===== src/rtl/core/pc_return_stack_defines.svh =====
// assertion macros shared by the pc return stack modules
`ifndef PC_RETURN_STACK_DEFINES_SVH
`define PC_RETURN_STACK_DEFINES_SVH

// same-cycle implication, checked outside reset
`define PRS_ASSERT_NOW(label, ante, cons, msg) \
    label: assert property (@(posedge clk) disable iff (!rst_n) (ante) |-> (cons)) \
        else $error(msg);

// next-cycle implication, checked outside reset
`define PRS_ASSERT_NEXT(label, ante, cons, msg) \
    label: assert property (@(posedge clk) disable iff (!rst_n) (ante) |=> (cons)) \
        else $error(msg);

`endif


===== src/rtl/core/prs_pkg.sv =====
// shared types and constants of the pc return stack
`default_nettype none

package prs_pkg;

    localparam int unsigned DEF_STACK_DEPTH = 8;
    localparam int unsigned DEF_PC_WIDTH    = 16;
    localparam int unsigned KIND_W          = 3;
    localparam int unsigned PC_IO_W         = 16;
    localparam int unsigned PC_MAX_W        = 32;

    // operation codes carried in the input tuser
    typedef enum logic [KIND_W-1:0] {
        KIND_ADVANCE = KIND_W'(0),
        KIND_JUMP    = KIND_W'(1),
        KIND_CALL    = KIND_W'(2),
        KIND_RETURN  = KIND_W'(3),
        KIND_CLEAR   = KIND_W'(4)
    } kind_t;

    // one accepted operation
    typedef struct packed {
        kind_t               kind;
        logic [PC_IO_W-1:0]  pc_in;
    } op_t;

    // one result transaction
    typedef struct packed {
        logic [PC_IO_W-1:0]  pc_out;
        logic                fault;
    } result_t;

endpackage

`default_nettype wire


===== src/rtl/core/prs_stack.sv =====
// stack engine: top entries in registers, deeper entries in a memory
`default_nettype none
`include "pc_return_stack_defines.svh"

module prs_stack
    import prs_pkg::*;
#(
    parameter int unsigned STACK_DEPTH = DEF_STACK_DEPTH,
    parameter int unsigned PC_WIDTH    = DEF_PC_WIDTH
)
(
    input  wire logic    clk,
    input  wire logic    rst_n,
    input  wire logic    accept,
    input  wire op_t     op,
    output result_t      result
);

    localparam int unsigned SP_W = $clog2(STACK_DEPTH);
    localparam logic [SP_W-1:0] SP_MAX = SP_W'(STACK_DEPTH - 1);

    // pointer and cached top three entries
    logic [SP_W-1:0]        sp_reg, sp_next;
    logic [PC_WIDTH-1:0]    tos_reg, tos_next;
    logic [PC_WIDTH-1:0]    nos_reg, nos_next;
    logic [PC_WIDTH-1:0]    pre_reg, pre_next;

    // deeper entries and their valid bits
    logic [PC_WIDTH-1:0]    mem [STACK_DEPTH];
    logic [PC_WIDTH-1:0]    rd_data_reg;
    logic                   rd_valid_reg, rd_valid_next;
    logic [STACK_DEPTH-1:0] valid_reg, valid_next;

    logic                   wr_en;
    logic [SP_W-1:0]        wr_addr;
    logic [SP_W-1:0]        rd_addr;
    logic [SP_W:0]          sp_ext;
    logic                   clear;
    logic                   fault;
    logic [PC_WIDTH-1:0]    target;
    logic [PC_WIDTH-1:0]    rd_entry;
    logic [PC_MAX_W-1:0]    wide_in;
    logic [PC_MAX_W-1:0]    wide_out;

    // target reduced to the entry width
    assign wide_in  = PC_MAX_W'(op.pc_in);
    assign target   = wide_in[PC_WIDTH-1:0];

    // entry three below the top, zero when cleared
    assign rd_entry = rd_valid_reg ? rd_data_reg : '0;

    // operation decode and next state
    always_comb
    begin
        sp_next    = sp_reg;
        tos_next   = tos_reg;
        nos_next   = nos_reg;
        pre_next   = pre_reg;
        valid_next = valid_reg;
        wr_en      = 1'b0;
        wr_addr    = sp_reg - SP_W'(1);
        fault      = 1'b0;
        clear      = 1'b0;
        if (accept)
        begin
            case (op.kind)
                KIND_ADVANCE:
                begin
                    tos_next = tos_reg + PC_WIDTH'(1);
                end
                KIND_JUMP:
                begin
                    tos_next = target;
                end
                KIND_CALL:
                begin
                    if (sp_reg == SP_MAX)
                    begin
                        fault = 1'b1;
                    end
                    else
                    begin
                        sp_next  = sp_reg + SP_W'(1);
                        tos_next = target;
                        nos_next = tos_reg;
                        pre_next = nos_reg;
                        // spill the old second entry into the memory
                        if (sp_reg != '0)
                        begin
                            wr_en               = 1'b1;
                            valid_next[wr_addr] = 1'b1;
                        end
                    end
                end
                KIND_RETURN:
                begin
                    if (sp_reg == '0)
                    begin
                        fault = 1'b1;
                    end
                    else
                    begin
                        sp_next  = sp_reg - SP_W'(1);
                        tos_next = nos_reg + PC_WIDTH'(1);
                        nos_next = pre_reg;
                        pre_next = rd_entry;
                    end
                end
                KIND_CLEAR:
                begin
                    tos_next   = '0;
                    nos_next   = '0;
                    pre_next   = '0;
                    valid_next = '0;
                    clear      = 1'b1;
                end
                default:
                begin
                end
            endcase
        end
    end

    // prefetch the entry three below the next top
    assign sp_ext  = {1'b0, sp_next};
    assign rd_addr = (sp_ext >= (SP_W + 1)'(3)) ? SP_W'(sp_ext - (SP_W + 1)'(3)) : '0;
    assign rd_valid_next = valid_reg[rd_addr] && !clear;

    // result of this operation
    assign wide_out      = PC_MAX_W'(tos_next);
    assign result.pc_out = wide_out[PC_IO_W-1:0];
    assign result.fault  = fault;

    // control and cached entries
    always_ff @(posedge clk or negedge rst_n)
    begin
        if (!rst_n)
        begin
            sp_reg       <= '0;
            tos_reg      <= '0;
            nos_reg      <= '0;
            pre_reg      <= '0;
            valid_reg    <= '0;
            rd_valid_reg <= 1'b0;
        end
        else
        begin
            sp_reg       <= sp_next;
            tos_reg      <= tos_next;
            nos_reg      <= nos_next;
            pre_reg      <= pre_next;
            valid_reg    <= valid_next;
            rd_valid_reg <= rd_valid_next;
        end
    end

    // entry memory, one write and one registered read
    always_ff @(posedge clk)
    begin
        if (wr_en)
        begin
            mem[wr_addr] <= nos_reg;
        end
        rd_data_reg <= mem[rd_addr];
    end

    // a call below the limit moves the pointer up and keeps the old top beneath
    `PRS_ASSERT_NEXT(a_call_push, accept && op.kind == KIND_CALL && sp_reg != SP_MAX,
        sp_reg == $past(sp_reg) + SP_W'(1) && nos_reg == $past(tos_reg),
        "call did not push")

    // a faulting operation leaves the stack untouched
    `PRS_ASSERT_NEXT(a_fault_hold, accept && fault,
        $stable(sp_reg) && $stable(tos_reg) && $stable(nos_reg) && $stable(pre_reg),
        "faulting operation changed the stack")

    // the pointer never leaves the stack
    `PRS_ASSERT_NOW(a_sp_range, 1'b1, sp_reg <= SP_MAX, "stack pointer out of range")

endmodule

`default_nettype wire


===== src/rtl/core/prs_skid.sv =====
// two-entry output buffer that decouples the result side from the input side
`default_nettype none
`include "pc_return_stack_defines.svh"

module prs_skid
    import prs_pkg::*;
(
    input  wire logic     clk,
    input  wire logic     rst_n,
    input  wire logic     in_valid,
    output logic          in_ready,
    input  wire result_t  in_data,
    output logic          out_valid,
    input  wire logic     out_ready,
    output result_t       out_data
);

    logic    main_valid_reg, main_valid_next;
    logic    skid_valid_reg, skid_valid_next;
    result_t main_reg, main_next;
    result_t skid_reg, skid_next;
    logic    push;
    logic    pop;

    assign in_ready  = !skid_valid_reg;
    assign out_valid = main_valid_reg;
    assign out_data  = main_reg;
    assign push      = in_valid && in_ready;
    assign pop       = main_valid_reg && out_ready;

    // buffer fill and drain
    always_comb
    begin
        main_valid_next = main_valid_reg;
        skid_valid_next = skid_valid_reg;
        main_next       = main_reg;
        skid_next       = skid_reg;
        if (pop)
        begin
            if (skid_valid_reg)
            begin
                main_next       = skid_reg;
                skid_valid_next = 1'b0;
            end
            else
            begin
                main_valid_next = push;
                main_next       = in_data;
            end
        end
        else if (push)
        begin
            if (!main_valid_reg)
            begin
                main_valid_next = 1'b1;
                main_next       = in_data;
            end
            else
            begin
                skid_valid_next = 1'b1;
                skid_next       = in_data;
            end
        end
    end

    // valid flags
    always_ff @(posedge clk or negedge rst_n)
    begin
        if (!rst_n)
        begin
            main_valid_reg <= 1'b0;
            skid_valid_reg <= 1'b0;
        end
        else
        begin
            main_valid_reg <= main_valid_next;
            skid_valid_reg <= skid_valid_next;
        end
    end

    // payload
    always_ff @(posedge clk)
    begin
        main_reg <= main_next;
        skid_reg <= skid_next;
    end

    // the skid entry is only used behind a full main entry
    `PRS_ASSERT_NOW(a_skid_order, skid_valid_reg, main_valid_reg, "skid entry without main entry")

    // a transaction arriving at a stalled full main entry lands in the skid entry
    `PRS_ASSERT_NEXT(a_skid_fill, push && main_valid_reg && !out_ready,
        skid_valid_reg && skid_reg == $past(in_data), "stalled transaction lost")

    // draining with a held skid entry moves it forward
    `PRS_ASSERT_NEXT(a_skid_drain, pop && skid_valid_reg,
        main_valid_reg && !skid_valid_reg && main_reg == $past(skid_reg),
        "skid entry not moved forward")

endmodule

`default_nettype wire


===== src/rtl/core/pc_return_stack.sv =====
// Program-counter return stack of STACK_DEPTH entries of PC_WIDTH bits. Each input
// transaction carries one operation in s_axis_tuser (advance, jump, call, return,
// clear) and a target in s_axis_tdata; each produces exactly one result transaction
// with the new top entry and a fault flag for a call on a full stack or a return on
// an empty one, which leave the stack unchanged. One operation is taken every clock
// cycle while the output buffer has room; the stack state updates through the top three
// entries held in registers, with deeper entries in a one-write, one-read memory whose
// next needed entry is prefetched. The result is registered into a two-entry output
// buffer on acceptance, so input stalls only when both buffer entries are held.
`default_nettype none

module pc_return_stack
    import prs_pkg::*;
#(
    parameter int unsigned STACK_DEPTH = DEF_STACK_DEPTH,
    parameter int unsigned PC_WIDTH    = DEF_PC_WIDTH
)
(
    input  wire logic                clk,
    input  wire logic                rst_n,
    input  wire logic                s_axis_tvalid,
    output logic                     s_axis_tready,
    input  wire logic [PC_IO_W-1:0]  s_axis_tdata,   // pc_in
    input  wire logic [KIND_W-1:0]   s_axis_tuser,   // kind
    output logic                     m_axis_tvalid,
    input  wire logic                m_axis_tready,
    output logic [PC_IO_W-1:0]       m_axis_tdata,   // pc_out
    output logic                     m_axis_tuser    // fault
);

    logic    accept;
    logic    buf_ready;
    op_t     op;
    result_t result;
    result_t out_data;

    // input transaction
    assign accept        = s_axis_tvalid && buf_ready;
    assign s_axis_tready = buf_ready;
    assign op.kind       = kind_t'(s_axis_tuser);
    assign op.pc_in      = s_axis_tdata;

    // stack engine
    prs_stack #(
        .STACK_DEPTH (STACK_DEPTH),
        .PC_WIDTH    (PC_WIDTH)
    ) u_stack (
        .clk    (clk),
        .rst_n  (rst_n),
        .accept (accept),
        .op     (op),
        .result (result)
    );

    // result buffer
    prs_skid u_skid (
        .clk       (clk),
        .rst_n     (rst_n),
        .in_valid  (accept),
        .in_ready  (buf_ready),
        .in_data   (result),
        .out_valid (m_axis_tvalid),
        .out_ready (m_axis_tready),
        .out_data  (out_data)
    );

    assign m_axis_tdata = out_data.pc_out;
    assign m_axis_tuser = out_data.fault;

endmodule

`default_nettype wire

===== config.mk =====
export PLATFORM = sky130hd
export DESIGN_NAME = pc_return_stack
export DESIGN_NICKNAME = d
export VERILOG_FILES = /design/src/rtl/core/prs_pkg.sv /design/src/rtl/core/prs_stack.sv /design/src/rtl/core/prs_skid.sv /design/src/rtl/core/pc_return_stack.sv
export VERILOG_INCLUDE_DIRS = /design/src /design/src/rtl/core
export SDC_FILE = /design/constraint.sdc
export NUM_CORES = 1
export LEC_CHECK = 0
export ABC_AREA = 1
export BUFFER_PORTS_ARGS = -buffer_cell sky130_fd_sc_hd__buf_2
export CAP_MARGIN = 25
export CORE_UTILIZATION = 40
export DETAILED_ROUTE_END_ITERATION = 16
export PLACE_DENSITY_LB_ADDON = 0.1
export SETUP_SLACK_MARGIN = 0.05
export SLEW_MARGIN = 10
export SYNTH_ARGS = -nofsm -noshare
export SYNTH_HDL_FRONTEND = slang
export SYNTH_SLANG_ARGS = --single-unit

===== constraint.sdc =====
create_clock -name clk -period 9.8 [get_ports clk]
set_input_delay 1.47 -clock clk [delete_from_list [all_inputs] [get_ports clk]]
set_output_delay 1.47 -clock clk [all_outputs]
set_load 0.005 [all_outputs]

==> impl_metrics.py, run 1 <==
metrics = {
    "timing": {
        "finalSetupViolations": 0,
        "min_period_ns": 4.17,
        "clock_skew_ns": 0.00908,
        "drv_slew": 0,
        "hold_viol": 0,
        "rsz0062_at_grt": "false",
        "slew_headroom": 0.337,
        "fin_setup_tns_ns": 0,
        "tightest_slew_ns": 0.992,
        "fmax_ghz": 0.240,
        "fin_crit_sh": 0.425,
        "setup_slack_ns": 5.63,
    },
    "global_route": {
        "grt_antenna_before_repair": 0,
        "grt_max_degree": 69,
        "use_met2": 0.314,
        "grt_pass1_vias": 7705,
        "overflow": 0,
        "busiest_layer": "met2",
        "grt_use_met1": 0.275,
        "grt_pass1_wl_um": 42000,
        "grtUsageMet3": 0.0231,
        "grt_usage": 0.193,
    },
    "routing": {
        "avgRoutedWirePerCell_um": 17.4,
        "drtPass1Iterations": 11,
        "vias_per_cell": 5.21,
        "ant_nets": 0,
        "drc": 2,
        "vias": 7708,
        "finalWirelength_um": 25700,
        "drt_iter0_drc": 640,
    },
    "worst_hold_path": {
        "worstHoldStart": "u_stack.valid_reg[5]$_DFFE_PN0P_",
        "hold_path.class": "register to register",
    },
    "yosys": {
        "ys_types": 41,
        "synth_edf_count": 162,
        "synthSimpleGateAreaFrac": 0.192,
        "synthMuxAreaShare": 0.00838,
        "synth-compound-area-share": 0.104,
        "yosys_most_used_dff": "edfxtp_1",
        "ys_ff_latch": 240,
        "ys_async_sr_fraction": 0.258,
        "syn-num-nets": 1115,
        "synth_top_area_share": 0.453,
        "synthAdderAreaFrac": 0.00932,
        "avgSynthCellArea_sq_um": 9.91,
        "syn_inst": 1084,
        "synth_top_family_by_area": "simple AND/OR/NAND/NOR gates",
        "synth-xor-area-share": 0.00163,
        "netlist_area_sq_um": 10700,
        "yosysTopAreaCell": "edfxtp_1",
        "yosys_warnings": 0,
        "yosysSeqAreaShare": 0.627,
        "synth_area_leaders": "edfxtp_1, dfrtp_1, nand2_1, nor2_1, inv_1",
    },
    "clock_network": {
        "h-tree-depth": 1,
        "cts_tree": "done",
        "cts_max_path_buffers": 3,
        "clock-root-buffer": "clkbuf_16",
        "post-cts-setup-buffer-count": 0,
        "cts_buffers": 26,
        "cts_hold_buf": 0,
        "clkLatencyLatePin_ns": 0.53,
        "clkTransAtPathRegs_ns": 0.06,
        "cts_resized": 0,
        "clock_sink_count": 240,
    },
    "die": {
        "die_x_um": 166,
        "initial_core_util": 0.410,
        "fp-row-count": 59,
        "ioPinCount": 42,
        "die_h_um": 166,
        "die-area_sq_um": 27500,
        "core_area_sq_um": 26200,
    },
    "pwr": {
        "vdd_ir_drop_max_v": 0.000127,
        "power_density_nw_per_um2": 172,
        "leakagePower_uw": 0.00459,
        "finalPower_uw": 2090,
    },
    "final_layout": {
        "diodes": 0,
        "drive_gt1_frac": 0.110,
        "nNetsFinal": 1156,
        "syn2layout_area_growth_pct": 12.9,
        "seqCellArea_sq_um": 6740,
        "largest_register_ffs": 128,
        "fillers": 2482,
        "multi_input_area_sq_um": 3430,
        "design_area_sq_um": 12100,
    },
    "placed_design": {
        "placed_area_sq_um": 11300,
        "dpl_worst_slack_ns": 5.07,
        "place_congestion": 0.813,
        "place.port_buffers": 41,
        "dp_hpwl_um": 16100,
    },
    "worst_setup_path": {
        "cp.arrival_ns": 4.54,
        "critPathKind": "primary input to register",
        "required_ns": 10.18,
        "cp-end-kind": "register",
        "crit_start": "s_axis_tuser[0]",
        "cp-start-kind": "primary input",
        "cp_max_fo": 30,
        "r2r-start": "u_stack.sp_reg[0]$_DFF_PN0_",
    },
    "status": {
        "status": "finished, violations left",
        "violations": "DRC",
    },
    "run": {
        "maxCapViolCount": 0,
    },
}
kinds of logic (layout without fill, tap and decap cells):
kind of cell	count (synthesis)	after routing
XOR/XNOR	2	2
AO/OA/AOI/OAI	190	190
multiplexers	8	8
flip-flops	240	240
buffers and inverters	141	201
AND/OR/NAND/NOR	495	495
adder cells (fa/ha/maj)	8	8
layer usage:
| metal | share of wire | routed length, um | vias to the layer above |
|---|---|---|---|
| li1 | - | - | 3772 |
| met1 | 0.48 | 12400 | 3770 |
| met2 | 0.46 | 11900 | 133 |
| met3 | 0.035 | 906 | 33 |
| met4 | 0.020 | 527 | 0 |
| met5 | 0 | 0 | - |
cell usage after synthesis (6+ instances only):
| cell | n |
|---|---|
| dfrtp_1 | 62 |
| o21ai_0 | 64 |
| o211ai_1 | 32 |
| nand2_2 | 9 |
| dfxtp_1 | 16 |
| ha_1 | 8 |
| or2_0 | 6 |
| nand4_1 | 8 |
| o22ai_1 | 11 |
| nor3_1 | 13 |
| nand2_1 | 247 |
| a21oi_1 | 46 |
| buf_6 | 7 |
| o21ai_1 | 10 |
| nand3_1 | 51 |
| inv_1 | 90 |
| or2_1 | 20 |
| nor2_1 | 134 |
| buf_2 | 19 |
| edfxtp_1 | 162 |
| mux2_2 | 8 |
| a211oi_1 | 9 |
| a311oi_1 | 8 |
| clkbuf_1 | 13 |
worst max-delay path, cell delays in order:
cell and delay, ns:
buf_2 0.12, nand2_1 0.07, nor2_2 0.03, buf_4 0.23, nand2_1 0.25, nand2_1 0.11, nand3_1 0.08, nand2_1 0.09
ha_1 0.20, ha_1 0.19, a21oi_1 0.23, nand2_2 0.11, nand2_2 0.38, clkinv_1 0.66, nand2_1 0.23, a21oi_1 0.08
cell usage in the layout (no fill, tap or decap), drive strengths merged, types with 9 or more instances in the layout:
master | synthesis | routed
inv | 92 | 92
or2 | 29 | 29
nand2 | 256 | 256
nand3 | 52 | 52
clkinv | 5 | 17
a211oi | 9 | 9
o211ai | 32 | 32
buf | 30 | 57
edfxtp | 162 | 162
nor3 | 13 | 13
a21oi | 46 | 46
o21ai | 75 | 75
clkbuf | 14 | 33
o22ai | 11 | 11
nor2 | 136 | 136
dfrtp | 62 | 62
dfxtp | 16 | 16
path summary, 6_finish.rpt:
kind / slack, ns / cells after the start / endpoint
max: 5.63 / 16 / u_stack.rd_valid_reg$_DFF_PN0_
min: 0.50 / 2 / u_stack.valid_reg[5]$_DFFE_PN0P_
max reg2reg: 5.77 / 14 / u_stack.rd_valid_reg$_DFF_PN0_
min reg2reg: 0.50 / 2 / u_stack.valid_reg[5]$_DFFE_PN0P_
max in group asynchronous: 8.11 / 2 / u_stack.nos_reg[5]$_DFFE_PN0P_
min in group asynchronous: 1.13 / 2 / u_skid.out_valid$_DFFE_PN0P_
power breakdown:
| group | leakage [uW] | internal, uW | switching, uW |
|---|---|---|---|
| clock | 0.000391 | 534 | 392 |
| sequential | 0.00188 | 1090 | 11.1 |
| combinational | 0.00232 | 22.3 | 47.2 |
| total | 0.00459 | 1640 | 450 |
final cells by class:
cell class | instances | area share
Clock buffer | 33 | 0.0584
Clock inverter | 14 | 0.00763
Inverter | 97 | 0.0301
Multi-Input combinational cell | 703 | 0.283
Sequential cell | 240 | 0.555
Tap cell | 335 | 0.0346
Timing Repair Buffer | 57 | 0.0312
metrics by stage:
| step | std cells | utilization | hold slack [ns] |
|---|---|---|---|
| 2_1_floorplan | 1084 | - | 0.463 |
| 3_3_place_gp | 1429 | 0.429 | 0.479 |
| 3_5_place_dp | 1430 | 0.431 | 0.490 |
| 4_1_cts | 1477 | 0.461 | 0.503 |
| 5_1_grt | 1479 | 0.463 | 0.510 |
| 6_report | 1479 | 0.463 | 0.499 |
Power figures use the tool's default switching activity.
==> run 2: changes to the inputs <==
==> constraint.sdc (replaced) <==
create_clock -name clk -period 3.8 [get_ports clk]
set_input_delay 0.57 -clock clk [delete_from_list [all_inputs] [get_ports clk]]
set_output_delay 0.57 -clock clk [all_outputs]
set_load 0.005 [all_outputs]
==> run 2 against run 1 <==
Effect of this change: the flow still finishes with violations (DRC); sequential share of layout area down 0.28 points; register-to-register slack worse by 5.3 ns; clock skew about the same; combinational power rose to 2.6 times the previous value; via count hardly changed; largest power group unchanged; highest routed layer unchanged.
==> impl_metrics.py, run 2 (synthesis results as in run 1) <==
metrics = {
    "clock_network": {
        "cts_tree": "done",
        "clock-root-buffer": "clkbuf_16",
        "clock_sink_count": 240,
        "h-tree-depth": 1,
        "clkTransAtPathRegs_ns": 0.06,
        "post-cts-setup-buffer-count": 0,
        "cts_hold_buf": 0,
        "cts_resized": 0,
        "clkLatencyLatePin_ns": 0.53,
        "cts_buffers": 27,
        "cts_max_path_buffers": 3,
    },
    "pwr": {
        "switching_share": 0.215,
        "p_int_uw": 4250,
        "power_density_nw_per_um2": 444,
        "pwr-share-seq": 0.522,
        "p_switching_uw": 1170,
        "p_clk_frac": 0.445,
        "leakagePower_uw": 0.00465,
        "p_comb_frac": 0.033,
        "vdd_ir_drop_max_v": 0.000305,
        "finalPower_uw": 5420,
    },
    "final_layout": {
        "largest_register_ffs": 128,
        "fin_cells": 1490,
        "syn2layout_area_growth_pct": 13.5,
        "final_cell_mix": "nand2_1, edfxtp_1, nor2_1",
        "mostFrequentLayoutCell": "nand2_1",
        "diodes": 0,
        "fin_util": 0.465,
        "nNetsFinal": 1166,
        "drive_gt1_frac": 0.119,
    },
    "routing": {
        "vias": 7707,
        "ant_nets": 0,
        "avgRoutedWirePerCell_um": 17.5,
        "drc": 1,
        "drt_iter0_drc": 515,
        "finalWirelength_um": 26000,
        "vias_per_cell": 5.17,
        "drtPass1Iterations": 10,
    },
    "worst_setup_path": {
        "r2r-start": "u_stack.sp_reg[0]$_DFF_PN0_",
        "rr_worst_depth": 17,
        "critPathMaxStageDelay_ns": 0.60,
        "cpMostUsedCell": "nand2_1",
        "critPathKind": "register to register",
        "r2r-end": "u_stack.rd_data_reg[12]$_DFF_P_",
        "worstPathCellList": "inv_2, ha_1, inv_1, nand2_1, nand3_1, nand2_1, ha_1, ha_1, inv_1, nand2_2, nand2_2, clkinv_2, buf_4, o21ai_0, nand2_1, nand2_1, nand2_1",
        "cp-start-kind": "register",
        "cp_max_fo": 36,
        "required_ns": 4.22,
        "cp-end-kind": "register",
        "cp.arrival_ns": 3.80,
        "rrSetupSlack_ns": 0.43,
        "cp_slowest_cell": "dfrtp_1",
    },
    "timing": {
        "fin_crit_sh": 0.888,
        "rsz0062_at_grt": "false",
        "min_period_ns": 3.37,
        "hold_viol": 0,
        "tightest_slew_ns": 0.828,
        "fin_setup_tns_ns": 0,
        "slew_headroom": 0.448,
        "drv_slew": 0,
        "fmax_ghz": 0.296,
        "clock_skew_ns": 0.00948,
        "finalSetupViolations": 0,
    },
    "global_route": {
        "overflow": 0,
        "grt_max_degree": 57,
        "grt_pass1_wl_um": 41900,
        "grt_usage": 0.193,
        "grt_pass1_vias": 7768,
        "grt_antenna_before_repair": 0,
    },
    "placed_design": {
        "place.port_buffers": 41,
        "place_congestion": 0.819,
        "dp_hpwl_um": 16800,
        "dp_cells": 1441,
    },
    "die": {
        "ioPinCount": 42,
        "core_area_sq_um": 26200,
        "die-area_sq_um": 27500,
        "die_h_um": 166,
        "fp-row-count": 59,
        "initial_core_util": 0.410,
        "die_x_um": 166,
    },
    "worst_hold_path": {
        "hold_path.class": "primary input to asynchronous set/reset pin",
    },
    "status": {
        "violations": "DRC",
        "status": "finished, violations left",
    },
    "run": {
        "maxCapViolCount": 0,
    },
}
run 2: cell types whose count changed in the layout (fill, tap and decap cells not counted), sizes merged:
cell and change:
clkinvlp +2, bufinv -1, clkbuf +5, buf +9
clkinv -4
run 2: power by group through the flow:
stage | Clock (uW) | Combinational (uW) | Sequential, uW
after floorplan | 0 | 113 | 2870
after global placement | 0 | 178 | 2880
after detailed placement | 0 | 180 | 2880
after CTS | 2480 | 181 | 2830
after global routing | 2580 | 206 | 2830
final | 2410 | 179 | 2830
run 2: worst max path at each step:
stage                                startpoint                         endpoint  slack [ns]
global placement    u_stack.sp_reg[0]$_DFF_PN0_   u_stack.rd_data_reg[8]$_DFF_P_        0.53
detailed placement  u_stack.sp_reg[0]$_DFF_PN0_  u_stack.rd_data_reg[13]$_DFF_P_        0.46
global route        u_stack.sp_reg[0]$_DFF_PN0_  u_stack.rd_data_reg[15]$_DFF_P_        0.08
finish              u_stack.sp_reg[0]$_DFF_PN0_  u_stack.rd_data_reg[12]$_DFF_P_        0.43
floorplan           u_stack.sp_reg[0]$_DFF_PN0_      u_stack.mem[4][0]$_DFFE_PP_        0.31
CTS                 u_stack.sp_reg[0]$_DFF_PN0_  u_stack.rd_data_reg[10]$_DFF_P_        0.44
run 2: layout make-up:
cell class              instances  area [sq um]
flip-flops and latches        240          6740
clock buffers                  38           767
fillers                      2501         14000
inverters                      97           365
multi-input cells             703          3430
well taps                     335           419
repair buffers                 66           418
clock inverters                11          56.3
run 2: worst max-delay path: cells and delay by family (launching register included):
family	cells	cell delay (ns)
AND/OR/NAND/NOR	8	0.78
adder cells (fa/ha/maj)	3	0.81
buffers and inverters	5	0.80
AO/OA/AOI/OAI	1	0.25
flip-flops	1	0.60
run 2: per-layer routing:
metal  vias up  share of wire  track usage
met5         -              0            0
met4         0          0.017       0.0423
met3        39          0.035       0.0286
met2       121           0.46        0.313
met1      3762           0.49        0.276
li1       3785              -            -
run 2: stage by stage:
stage	cell area, sq um	setup WS (ns)	hold slack (ns)
after floorplan	10700	0.308	0.274
after global placement	11400	0.526	0.486
after detailed placement	11400	0.456	0.489
after CTS	12200	0.439	0.146
after global routing	12200	0.0782	0.200
final	12200	0.426	0.137
